$ cat src/ifs_pkg.sv
// Package for the inverse filterbank synthesis unit: shared types and constants.
// Depends on nothing; used by ifs_front, ifs_back and the top level.
package ifs_pkg;

  localparam logic REQ_COEFF  = 1'b0;
  localparam logic REQ_SAMPLE = 1'b1;

  localparam logic [1:0] CFG_DELAYS   = 2'd0;
  localparam logic [1:0] CFG_CHANNELS = 2'd1;
  localparam logic [1:0] CFG_SHIFT    = 2'd2;

  // Table sizes follow from the 6-bit delay and channel indexes.
  localparam int unsigned MAX_DELAYS   = 64;
  localparam int unsigned MAX_CHANNELS = 64;
  localparam int unsigned TABLE_DEPTH  = MAX_DELAYS * MAX_CHANNELS;
  localparam int unsigned ADDR_W       = $clog2(TABLE_DEPTH);

  localparam int unsigned ACC_W = 64;

  // Frame job handed from the front to the back.
  typedef struct packed {
    logic [6:0] nd;
    logic [6:0] nc;
    logic [5:0] ring;
    logic [5:0] shift;
  } job_t;

endpackage

$ cat src/ifs_front.sv
// Front part: accepts items, writes the coefficient and history memories,
// clears them after reset and queues one job per completed frame. Uses ifs_pkg.
module ifs_front (
  input  logic                 clk_i,
  input  logic                 rst_ni,
  input  logic                 push_i,
  output logic                 full_o,
  input  logic                 req_type_i,
  input  logic [5:0]           delay_index_i,
  input  logic [5:0]           channel_index_i,
  input  logic signed [23:0]   coeff_value_i,
  input  logic signed [15:0]   sample_value_i,
  input  logic [6:0]           delays_used_i,
  input  logic [6:0]           channels_used_i,
  input  logic [5:0]           output_shift_i,
  input  logic                 back_busy_i,
  output logic                 coeff_we_o,
  output logic                 hist_we_o,
  output logic [ifs_pkg::ADDR_W-1:0] waddr_o,
  output logic [23:0]          coeff_wdata_o,
  output logic [15:0]          hist_wdata_o,
  output logic                 job_valid_o,
  output ifs_pkg::job_t        job_o,
  input  logic                 job_take_i
);
  import ifs_pkg::*;

  localparam int unsigned Aw  = ADDR_W;
  localparam int unsigned Tot = TABLE_DEPTH;

  logic          clr_q, clr_d;
  logic [Aw:0]   clr_cnt_q, clr_cnt_d;
  logic [5:0]    ring_q, ring_d;
  logic          job_v_q, job_v_d;
  job_t          job_q, job_d;

  logic [6:0] nd, nc;
  logic [5:0] ring_eff;
  logic       acc_item, coeff_ok, samp_ok, last_ch;

  always_comb begin
    if (delays_used_i == 7'd0) nd = 7'd1;
    else if ({25'd0, delays_used_i} > MAX_DELAYS) nd = 7'(MAX_DELAYS);
    else nd = delays_used_i;
    if (channels_used_i == 7'd0) nc = 7'd1;
    else if ({25'd0, channels_used_i} > MAX_CHANNELS) nc = 7'(MAX_CHANNELS);
    else nc = channels_used_i;
  end

  assign ring_eff = ({1'b0, ring_q} >= nd) ? 6'd0 : ring_q;
  // Hold input while clearing, a job is queued, or the back is summing or waiting to store its result.
  assign full_o   = clr_q | job_v_q | back_busy_i;
  assign acc_item = push_i & ~full_o;
  assign coeff_ok = ({26'd0, delay_index_i} < MAX_DELAYS)
                  & ({26'd0, channel_index_i} < MAX_CHANNELS);
  assign samp_ok  = {1'b0, channel_index_i} < nc;
  assign last_ch  = {1'b0, channel_index_i} == (nc - 7'd1);

  always_comb begin
    clr_d     = clr_q;
    clr_cnt_d = clr_cnt_q;
    ring_d    = ring_q;
    job_v_d   = job_v_q & ~job_take_i;
    job_d     = job_q;
    coeff_we_o = 1'b0;
    hist_we_o  = 1'b0;
    coeff_wdata_o = coeff_value_i;
    hist_wdata_o  = sample_value_i;
    waddr_o = Aw'(delay_index_i) * Aw'(MAX_CHANNELS) + Aw'(channel_index_i);
    if (clr_q) begin
      coeff_we_o = 1'b1;
      hist_we_o  = 1'b1;
      coeff_wdata_o = '0;
      hist_wdata_o  = '0;
      waddr_o = clr_cnt_q[Aw-1:0];
      clr_cnt_d = clr_cnt_q + 1'b1;
      if (clr_cnt_q == (Aw+1)'(Tot-1)) clr_d = 1'b0;
    end else if (acc_item) begin
      if (req_type_i == REQ_COEFF) begin
        coeff_we_o = coeff_ok;
      end else if (samp_ok) begin
        hist_we_o = 1'b1;
        waddr_o   = Aw'(ring_eff) * Aw'(MAX_CHANNELS) + Aw'(channel_index_i);
        ring_d    = ring_eff;
        if (last_ch) begin
          job_v_d = 1'b1;
          job_d   = '{nd: nd, nc: nc, ring: ring_eff, shift: output_shift_i};
          ring_d  = ({1'b0, ring_eff} + 7'd1 >= nd) ? 6'd0 : ring_eff + 6'd1;
        end
      end
    end
  end

  always_ff @(posedge clk_i or negedge rst_ni) begin
    if (!rst_ni) begin
      clr_q     <= 1'b1;
      clr_cnt_q <= '0;
      ring_q    <= '0;
      job_v_q   <= 1'b0;
    end else begin
      clr_q     <= clr_d;
      clr_cnt_q <= clr_cnt_d;
      ring_q    <= ring_d;
      job_v_q   <= job_v_d;
    end
  end

  always_ff @(posedge clk_i) begin
    job_q <= job_d;
  end

  assign job_valid_o = job_v_q;
  assign job_o       = job_q;

  a_no_accept_clear: assert property (@(posedge clk_i) disable iff (!rst_ni)
    clr_q |-> !acc_item) else $error("item taken during clear");
  a_no_job_overrun: assert property (@(posedge clk_i) disable iff (!rst_ni)
    job_v_q && !job_take_i |=> job_v_q) else $error("job lost");
  a_ring_range: assert property (@(posedge clk_i) disable iff (!rst_ni)
    job_v_q |-> {1'b0, job_q.ring} < job_q.nd) else $error("ring out of range");
endmodule

$ cat config.mk
export PLATFORM = sky130hd
export DESIGN_NAME = ifs_front
export DESIGN_NICKNAME = d
export VERILOG_FILES = /design/src/ifs_pkg.sv /design/src/ifs_front.sv
export SDC_FILE = /design/constraint.sdc
export NUM_CORES = 1
export LEC_CHECK = 0
export BUFFER_PORTS_ARGS = -buffer_cell sky130_fd_sc_hd__buf_4
export CAP_MARGIN = 5
export CORE_AREA = 2 2 88 90
export CTS_BUF_LIST = sky130_fd_sc_hd__clkbuf_2 sky130_fd_sc_hd__clkbuf_4 sky130_fd_sc_hd__clkbuf_8
export CTS_CLUSTER_DIAMETER = 50
export DETAILED_ROUTE_END_ITERATION = 7
export DIE_AREA = 0 0 90 92
export GPL_ROUTABILITY_DRIVEN = 0
export GPL_TIMING_DRIVEN = 0
export PLACE_DENSITY = 0.78
export RECOVER_POWER = 100
export SYNTH_ARGS = -nofsm -noshare
export SYNTH_HDL_FRONTEND = slang
export SYNTH_SLANG_ARGS = --single-unit
$ cat constraint.sdc
create_clock -name clk_i -period 3.6 [get_ports clk_i]
set_clock_uncertainty 0.15 [all_clocks]
set_input_delay 0.18 -clock clk_i [delete_from_list [all_inputs] [get_ports clk_i]]
set_output_delay 0.18 -clock clk_i [all_outputs]
set_load 0.005 [all_outputs]
# Yosys cells after proc, flatten, opt, wreduce, memory -nomap -nowiden
# Cells that the tools add are included.
classes:
  eq_ne: 2
  magnitude_cmp: 5
  n_mux: 27
  n_addsub: 6
  n_reduce_logical: 4
  bitwise: 7
ops:
  columns: ["op", "count"]
  rows:
  - ["$mux W12", 4]
  - ["$mux W7", 4]
  - ["$add A12 B6 Y12", 2]
  - ["$mux W24", 1]
  - ["$mux W6", 3]
  - ["$mux W16", 1]
  - ["$gt A7 B7 Y1 const B", 2]
  - ["$logic_not A7 Y1", 2]
  - ["$mux W1", 14]
  - ["$add A13 B1 Y13 const B", 1]
  - ["$eq A13 B12 Y1 const B", 1]
  - ["$add A6 B1 Y7 const B", 1]
  - ["$eq A6 B7 Y1", 1]
  - ["$ge A6 B7 Y1", 1]
  - ["$ge A7 B7 Y1", 1]
  - ["$lt A6 B7 Y1", 1]
  - ["$sub A7 B1 Y7 const B", 1]
  - ["$add A6 B1 Y6 const B", 1]
  - ["$reduce_and A5 Y1", 1]
  - ["$reduce_and A4 Y1", 1]
  - ["$not A1 Y1", 3]
  - ["$and A1 B1 Y1", 2]
  - ["$or A1 B1 Y1", 2]
totals:
  reg_bits: 47
  output_inout_bits: 82
  word_cells: 59

# Logic depth before layout (Yosys ltp)
# Gate-level depths: netlist (run 1).
logic_depth:
  depth_word: 10
  mapped_depth: 19

# Worst setup path before layout (run 1)
# OpenSTA, ideal clock, no wires.
synth_path:
  kind: "input to register"
  from: "input delays_used_i[1]"
  to: "register ring_q[3]"
  arrival_time_ps: 3707
  required_time_ps: 3363
  path_buffers: 0
  stages: 19
  slack_ps: -344
  path_cell_list: "nor3_1 a21oi_1 nor2_1 ha_1 nand2b_1 a31oi_1 o22ai_1 nor2_1 ha_1 nand3_1 xor2_1 nor2_1 ha_1 a21oi_1 o21ai_0 a211oi_1 nand2_1 or4_1 o211ai_1"
synth_between:
  elab_chain_len: 9
synth_rtl:
  columns: ["element", "line_no", "text"]
  rows:
  - ["start, declared", "ifs_front.sv:13", "input logic [6:0] delays_used_i,"]
  - ["$gt A7 B7 Y1", "ifs_front.sv:43", "else if ({25'd0, delays_used_i} > MAX_DELAYS) nd = 7'(MAX_DELAYS);"]
  - ["$mux W7", "ifs_front.sv:43", null]
  - ["$mux W7 (*)", "ifs_front.sv:42", "if (delays_used_i == 7'd0) nd = 7'd1;"]
  - ["net nd[0]", "ifs_front.sv:37", "logic [6:0] nd, nc;"]
  - ["$ge A6 B7 Y1 (*)", "ifs_front.sv:50", "assign ring_eff = ({1'b0, ring_q} >= nd) ? 6'd0 : ring_q;"]
  - ["$mux W6 (*)", "ifs_front.sv:50", null]
  - ["net ring_eff[0]", "ifs_front.sv:38", "logic [5:0] ring_eff;"]
  - ["$add A6 B1 Y7", "ifs_front.sv:88", "ring_d = ({1'b0, ring_eff} + 7'd1 >= nd) ? 6'd0 : ring_eff + 6'd1;"]
  - ["$ge A7 B7 Y1", "ifs_front.sv:88", null]
  - ["$mux W6 (*)", "ifs_front.sv:88", null]
  - ["$mux W6 (*)", "ifs_front.sv:85", "if (last_ch) begin"]
  - ["end signal, assigned", "ifs_front.sv:103", "ring_q <= ring_d;"]
  - ["end, declared", "ifs_front.sv:33", "logic [5:0] ring_q, ring_d;"]
# Mark *: on every way through the listed nets, which the timed path passes. The rest lies on a longest branch.
# A chain may end at the register's enable or synchronous reset.

# Worst setup path in the final report (run 1)
layout_path:
  from: "register ring_q[4]"
  to: "register ring_q[4]"
layout_between:
  elab_chain_len: 6
layout_rtl:
  columns: ["element", "line_no"]
  rows:
  - ["$ge A6 B7 Y1 (*)", "ifs_front.sv:50"]
  - ["$mux W6 (*)", "ifs_front.sv:50"]
  - ["net ring_eff[1]", "ifs_front.sv:38"]
  - ["$add A6 B1 Y7", "ifs_front.sv:88"]
  - ["$ge A7 B7 Y1", "ifs_front.sv:88"]
  - ["$mux W6 (*)", "ifs_front.sv:88"]
  - ["$mux W6 (*)", "ifs_front.sv:85"]
# Marked as above.

==> results.cfg, run 1 <==
[outcome]
violations = negative setup slack
status = complete, but fails checks

[sta]
setup_slack_ns = -0.130
rsz0062_at_grt = true
finalSetupViolations = 5
period_needed_ns = 3.73
finalHoldViolCount = 0
hold_slack_ns = 0.0411
slew_viol_final = 0
post-route-period-util_pct = 104
fmax_mhz = 268
worstMarginPinSlew_ns = 1.16
slew-limit-headroom_pct = 22.5

[grt]
grtUsageTotal_pct = 20.7
grt_pass1_wl_um = 14000
grt-ovfl-total = 0
grt_pass1_vias = 3008
antenna_found_initial = 0
grt_max_degree = 27

[final_layout]
drive_gt1_share_pct = 44.1
instances_no_fill = 605
utilization_pct = 65.1
areaGrowthSynthToFinish_pct = 58.1
num-nets-final = 602
diodes = 0

[setup_path]
max_stage_delay_ns = 0.45
cp_data_arrival_time_ns = 3.81
slowest_stage = dfrtp_2
crit_top_cell = ha_4
critPathMaxFanout = 5
cp.required_ns = 3.68
start_kind = flop
crit_type = reg -> reg
cp_cell_sequence = ha_4 > a21o_1 > a21oi_2 > o22a_1 > and2_4 > ha_4 > nand3_4 > xor2_2 > nor2_1 > ha_1 > nand4_1 > nor2_2 > a211oi_4 > nand2_1 > or4_1 > o211ai_1
endpoint_kind = flop

[clock_network]
clk_pin_slew_worst_paths_ns = 0.10
clock_path_buffers = 2
h-tree-depth = 2
cts_root_buf = clkbuf_8
clk_latency_ns = 0.31
cts_buffers = 5
clock-sinks = 47
tritoncts = done

[floorplan]
core-area_um2 = 7450
start_util_pct = 41.2
dieHeight_um = 92
die_area_um2 = 8280
io_pins = 160
core.rowCount = 32
dieWidth_um = 90

[logic_synthesis]
synth_cell_types = 48
synth_area_um2 = 3070
syn_nets = 414
synth_area_per_cell_um2 = 9.76
yosysTopAreaCellShare_pct = 25.5
async_flop_share_pct = 44.7
yosys_warnings = 0
synth_seq_cells = 47
yosys.area.top_type = edfxtp_1
synth_cells = 314
synthFlopType = edfxtp_1
synth_area_leaders = edfxtp_1, dfrtp_1, ha_1, nor2b_1, xnor2_1
synth_sequential_area_ratio_pct = 42.7
synth-edff-count = 26

[place]
dp_hpwl_um = 6590
dpl.cell_count = 574
dp_slack_ns = -0.624
portBuffers = 158

[detailed_routing]
wirelength_um = 9110
wl_per_cell_um = 15.1
vias_per_cell = 5.14
detail-route-antenna-nets = 0
vias = 3110
dr.pass1.iters = 4
drc = 0
drt_iter0_markers = 211

[pwr]
p_per_area_nw_per_um2 = 244
leakage_nw = 2.28
vdd_drop_max_mv = 0.171

[run]
drv_cap = 0

[hold_path]
hold_class = in -> reg
report_power, final:
| part | switching (mW) | leakage [nW] | internal [mW] |
|---|---|---|---|
| clock network | 0.196 | 0.0443 | 0.139 |
| logic | 0.116 | 1.71 | 0.161 |
| registers | 0.000935 | 0.521 | 0.569 |
sequential cells by signal (all words and copies together) (netlist names):
| register | count |
|---|---|
| clr_cnt_q | 13 |
| ring_q | 6 |
| job_o | 26 |
| job_valid_o | 1 |
| clr_q | 1 |
per-layer routing:
layer,up-vias,global-route usage [%],part of all wire [%]
met5,-,0,0
met4,0,5.90,1.6
met3,14,5.18,8.2
met2,169,37.0,53
met1,1451,24.8,37
li1,1476,-,-
area by class of cell:
type | count | area (um^2)
timing repair buffer | 181 | 1400
fill | 603 | 2600
tap | 102 | 128
clock inverter | 3 | 25.0
sequential | 47 | 1310
buffer | 11 | 47.5
clock buffer | 5 | 68.8
multi-input combinational | 230 | 1770
inverter | 26 | 97.6
timing repair:
action,in CTS,in global routing
pin swaps,7,19
endpoints found under the setup margin,6,5
endpoints found under the hold margin,28,0
setup buffers,7,7
hold buffers,8,0
gates resized for setup,12,11
cell families (layout without fill, tap and decap cells):
logic type | Yosys count | count (layout) | synth area share (%)
flip-flops | 47 | 47 | 42.7
multiplexers | 6 | 6 | 2.20
AND/OR/NAND/NOR | 134 | 134 | 23.5
AO/OA/AOI/OAI | 48 | 48 | 12.0
XOR/XNOR | 20 | 20 | 5.71
adder cells (fa/ha/maj) | 22 | 22 | 8.98
buffers and inverters | 37 | 226 | 4.98
Yosys cell counts (all sizes together) (3+ instances only):
cell type and n:
xor2 5, clkbuf 9, and2 4, o21ai 4, nand4 8, nor3 5
dfrtp 20, a21oi 9, ha 22, or4 3, mux2 6, nand2 31
o22ai 3, a21o 3, nand2b 3, nor2b 41, o211ai 4, a22o 3
edfxtp 26, nor2 20, nand3 10, a221o 7, xnor2 15, inv 26
final timing paths:
path                                     startpoint                       end  slack [ns]  cells past startpoint
hold / removal                     delays_used_i[6]       job_o[25]$_DFFE_PP_        0.04                      2
max in group asynchronous                    rst_ni     ring_q[3]$_DFFE_PN0P_        2.06                      2
hold reg to reg            clr_cnt_q[6]$_DFFE_PN0P_  clr_cnt_q[6]$_DFFE_PN0P_        0.34                      1
setup reg to reg              ring_q[4]$_DFFE_PN0P_     ring_q[4]$_DFFE_PN0P_       -0.13                     16
setup / recovery              ring_q[4]$_DFFE_PN0P_     ring_q[4]$_DFFE_PN0P_       -0.13                     16
min in group asynchronous                    rst_ni  clr_cnt_q[3]$_DFFE_PN0P_        0.46                      2
per-stage QoR:
step,power [mW],TNS [ns],cell area (um^2)
2_1_floorplan,0.682,-0.00377,3110
3_3_place_gp,0.821,-5.99,4430
3_5_place_dp,0.827,-8.33,4430
4_1_cts,1.18,0,4720
5_1_grt,1.24,-1.07,4850
6_report,1.18,-0.549,4850
worst max-delay path: cells and delay by family, from the launching register on:
kind            cells  cell delay, ns
simple gates        7            1.08
compound gates      5            1.06
fa+ha+maj           3            0.69
flops               1            0.45
xor+xnor            1            0.21
layout by cell type (no fill, tap or decap), types with 3 or more instances in the layout:
master / synthesis / final
a21oi_1: 9 / 7
and2_1: 4 / 3
xnor2_1: 15 / 15
dfrtp_2: 0 / 4
nor2_1: 20 / 16
xor2_1: 5 / 4
nand4_1: 8 / 8
inv_1: 26 / 25
clkbuf_8: 0 / 5
dlygate4sd3_1: 1 / 9
a21o_1: 3 / 3
or4_1: 3 / 3
nand3_1: 9 / 7
dfrtp_1: 20 / 16
clkbuf_1: 9 / 11
nor2b_1: 41 / 41
a22o_2: 3 / 3
mux2_2: 6 / 6
o211ai_1: 4 / 4
buf_4: 0 / 170
ha_4: 0 / 4
nor3_1: 5 / 4
edfxtp_1: 26 / 26
o21ai_0: 4 / 3
ha_1: 22 / 18
nor2_2: 0 / 3
nand2_1: 31 / 31
a221o_1: 7 / 7
Note: power is estimated with default switching activity, not from simulation.
==> run 2, diff against run 1 <==
--- a/config.mk
+++ b/config.mk
@@ -7,14 +7,14 @@
 export LEC_CHECK = 0
 export BUFFER_PORTS_ARGS = -buffer_cell sky130_fd_sc_hd__buf_4
 export CAP_MARGIN = 5
-export CORE_AREA = 2 2 88 90
+export CORE_AREA = 2 2 84 86
 export CTS_BUF_LIST = sky130_fd_sc_hd__clkbuf_2 sky130_fd_sc_hd__clkbuf_4 sky130_fd_sc_hd__clkbuf_8
 export CTS_CLUSTER_DIAMETER = 50
 export DETAILED_ROUTE_END_ITERATION = 7
-export DIE_AREA = 0 0 90 92
+export DIE_AREA = 0 0 86 88
 export GPL_ROUTABILITY_DRIVEN = 0
 export GPL_TIMING_DRIVEN = 0
-export PLACE_DENSITY = 0.78
+export PLACE_DENSITY = 0.82
 export RECOVER_POWER = 100
 export SYNTH_ARGS = -nofsm -noshare
 export SYNTH_HDL_FRONTEND = slang
==> constraint.sdc (replaced) <==
create_clock -name clk_i -period 4.1 [get_ports clk_i]
set_clock_uncertainty 0.15 [all_clocks]
set_input_delay 0.205 -clock clk_i [delete_from_list [all_inputs] [get_ports clk_i]]
set_output_delay 0.205 -clock clk_i [all_outputs]
set_load 0.005 [all_outputs]
==> results.cfg, run 2 (synthesis gave the netlist of run 1 again) <==
[setup_path]
cp_data_arrival_time_ns = 4.01
critPathMaxFanout = 10
crit_type = reg -> reg
cp.required_ns = 4.18
endpoint_kind = flop
start_kind = flop
worstRegToRegCells = 17

[floorplan]
die_area_um2 = 7570
start_util_pct = 46.1
dieWidth_um = 86
core-area_um2 = 6640
core.rowCount = 30
io_pins = 160
dieHeight_um = 88

[clock_network]
cts_buffers = 5
clk_pin_slew_worst_paths_ns = 0.09
clock_path_buffers = 2
h-tree-depth = 2
cts_root_buf = clkbuf_8
clk_latency_ns = 0.31
clock-sinks = 47
tritoncts = done

[detailed_routing]
wl_per_cell_um = 15.5
dr.pass1.iters = 5
vias_per_cell = 5.38
wirelength_um = 8860
drc = 0
drt_iter0_markers = 186
vias = 3075
detail-route-antenna-nets = 0

[sta]
period_needed_ns = 3.93
finalHoldViolCount = 0
hold_slack_ns = 0.0825
slew_viol_final = 0
finalSetupViolations = 0
slew-limit-headroom_pct = 22.2
worstMarginPinSlew_ns = 1.17
fmax_mhz = 255
post-route-period-util_pct = 95.8

[final_layout]
drive_gt1_share_pct = 38.6
final_cell_area_um2 = 4620
instances_no_fill = 572
areaGrowthSynthToFinish_pct = 50.6
num-nets-final = 591
regArea_um2 = 1310
largest_reg_flops = 26
most-common-layout-cells = buf_4, nor2b_1, nand2_1, clkbuf_4
multiInputGateArea_um2 = 1670
layout_commonest_cell = buf_4
fillers = 532
diodes = 0

[pwr]
p_per_area_nw_per_um2 = 234
vdd_drop_max_mv = 0.136
leakage_nw = 2.19

[grt]
grt-ovfl-total = 0
grt_pass1_wl_um = 13900
antenna_found_initial = 0
grtUsageTotal_pct = 23.2
grt_max_degree = 22
grt_pass1_vias = 3143

[place]
dpl.cell_count = 553
dpl_cell_area_um2 = 4370
dp_hpwl_um = 7070
portBuffers = 158

[outcome]
status = finished, final reports clean

[run]
drv_cap = 0

[hold_path]
worstHoldPathCells = 3
hold_class = in -> reg
## run 2: cell types whose count changed in the layout (fill, tap and decap cells not counted), moves of 2 or more
cell	delta
ha_4	-3
ha_1	+3
nor2_1	+2
clkbuf_4	+31
buf_4	-47
clkbuf_1	+6
## run 2: power by group
| group | internal, mW | leakage, nW | switching (mW) |
|---|---|---|---|
| combinational | 0.131 | 1.60 | 0.0956 |
| sequential | 0.500 | 0.523 | 0.00165 |
| clock | 0.185 | 0.0587 | 0.169 |
| total | 0.816 | 2.19 | 0.266 |
## run 2: worst paths after layout
check	startpoint	to	slack, ns
max	ring_q[2]$_DFFE_PN0P_	ring_q[3]$_DFFE_PN0P_	0.17
min	delays_used_i[5]	job_o[24]$_DFFE_PP_	0.08
max reg2reg	ring_q[2]$_DFFE_PN0P_	ring_q[3]$_DFFE_PN0P_	0.17
min reg2reg	clr_cnt_q[6]$_DFFE_PN0P_	clr_cnt_q[6]$_DFFE_PN0P_	0.35
max in group asynchronous	rst_ni	ring_q[4]$_DFFE_PN0P_	2.54
min in group asynchronous	rst_ni	clr_cnt_q[5]$_DFFE_PN0P_	0.49
## run 2: critical path, cell delays in order (launching register included)
cell      delay, ns
dfrtp_2        0.47
ha_1           0.36
a21o_1         0.20
a31oi_4        0.18
o22ai_4        0.16
nor2_2         0.21
ha_4           0.20
nand3_2        0.13
xor2_1         0.17
nor2_1         0.06
ha_1           0.30
a21oi_1        0.16
o21ai_1        0.14
a211oi_2       0.22
buf_4          0.16
nand2_1        0.06
or4_1          0.40
o211ai_1       0.10
## run 2: routing by layer
layer  up-vias  GRT usage [%]  part of all wire, %
li1       1460              -                    -
met1      1437           26.2                   36
met5         -              0                    0
met3        16           5.56                  8.4
met4         0           6.35                  1.7
met2       162           43.5                   53
## run 2: metrics by stage
| stage | TNS [ns] | util (%) | setup WS [ns] | total power [mW] |
|---|---|---|---|---|
| after global placement | -8.69 | 65.5 | -0.616 | 0.719 |
| after detailed placement | -3.83 | 65.8 | -0.765 | 0.726 |
| after global routing | -0.0717 | 69.5 | -0.0462 | 1.12 |
| after floorplan | 0 | - | 0.131 | 0.596 |
| after CTS | 0 | 69.6 | 0.0512 | 1.09 |
| final | 0 | 69.5 | 0.171 | 1.08 |
## run 2: what timing repair did
item,in CTS,in global routing
gates resized for setup,7,7
endpoints found under the hold margin,28,0
hold buffers,8,0
pin swaps,2,0
buffers inserted,3,0
setup endpoints to repair,6,5
## run 2: cell type report
type | count | share of cell area, %
Buffer | 11 | 1.03
Clock buffer | 5 | 1.49
Clock inverter | 3 | 1.03
Sequential cell | 47 | 28.4
Tap cell | 80 | 2.17
Timing Repair Buffer | 170 | 27.7
Multi-Input combinational cell | 230 | 36.1
Inverter | 26 | 2.11
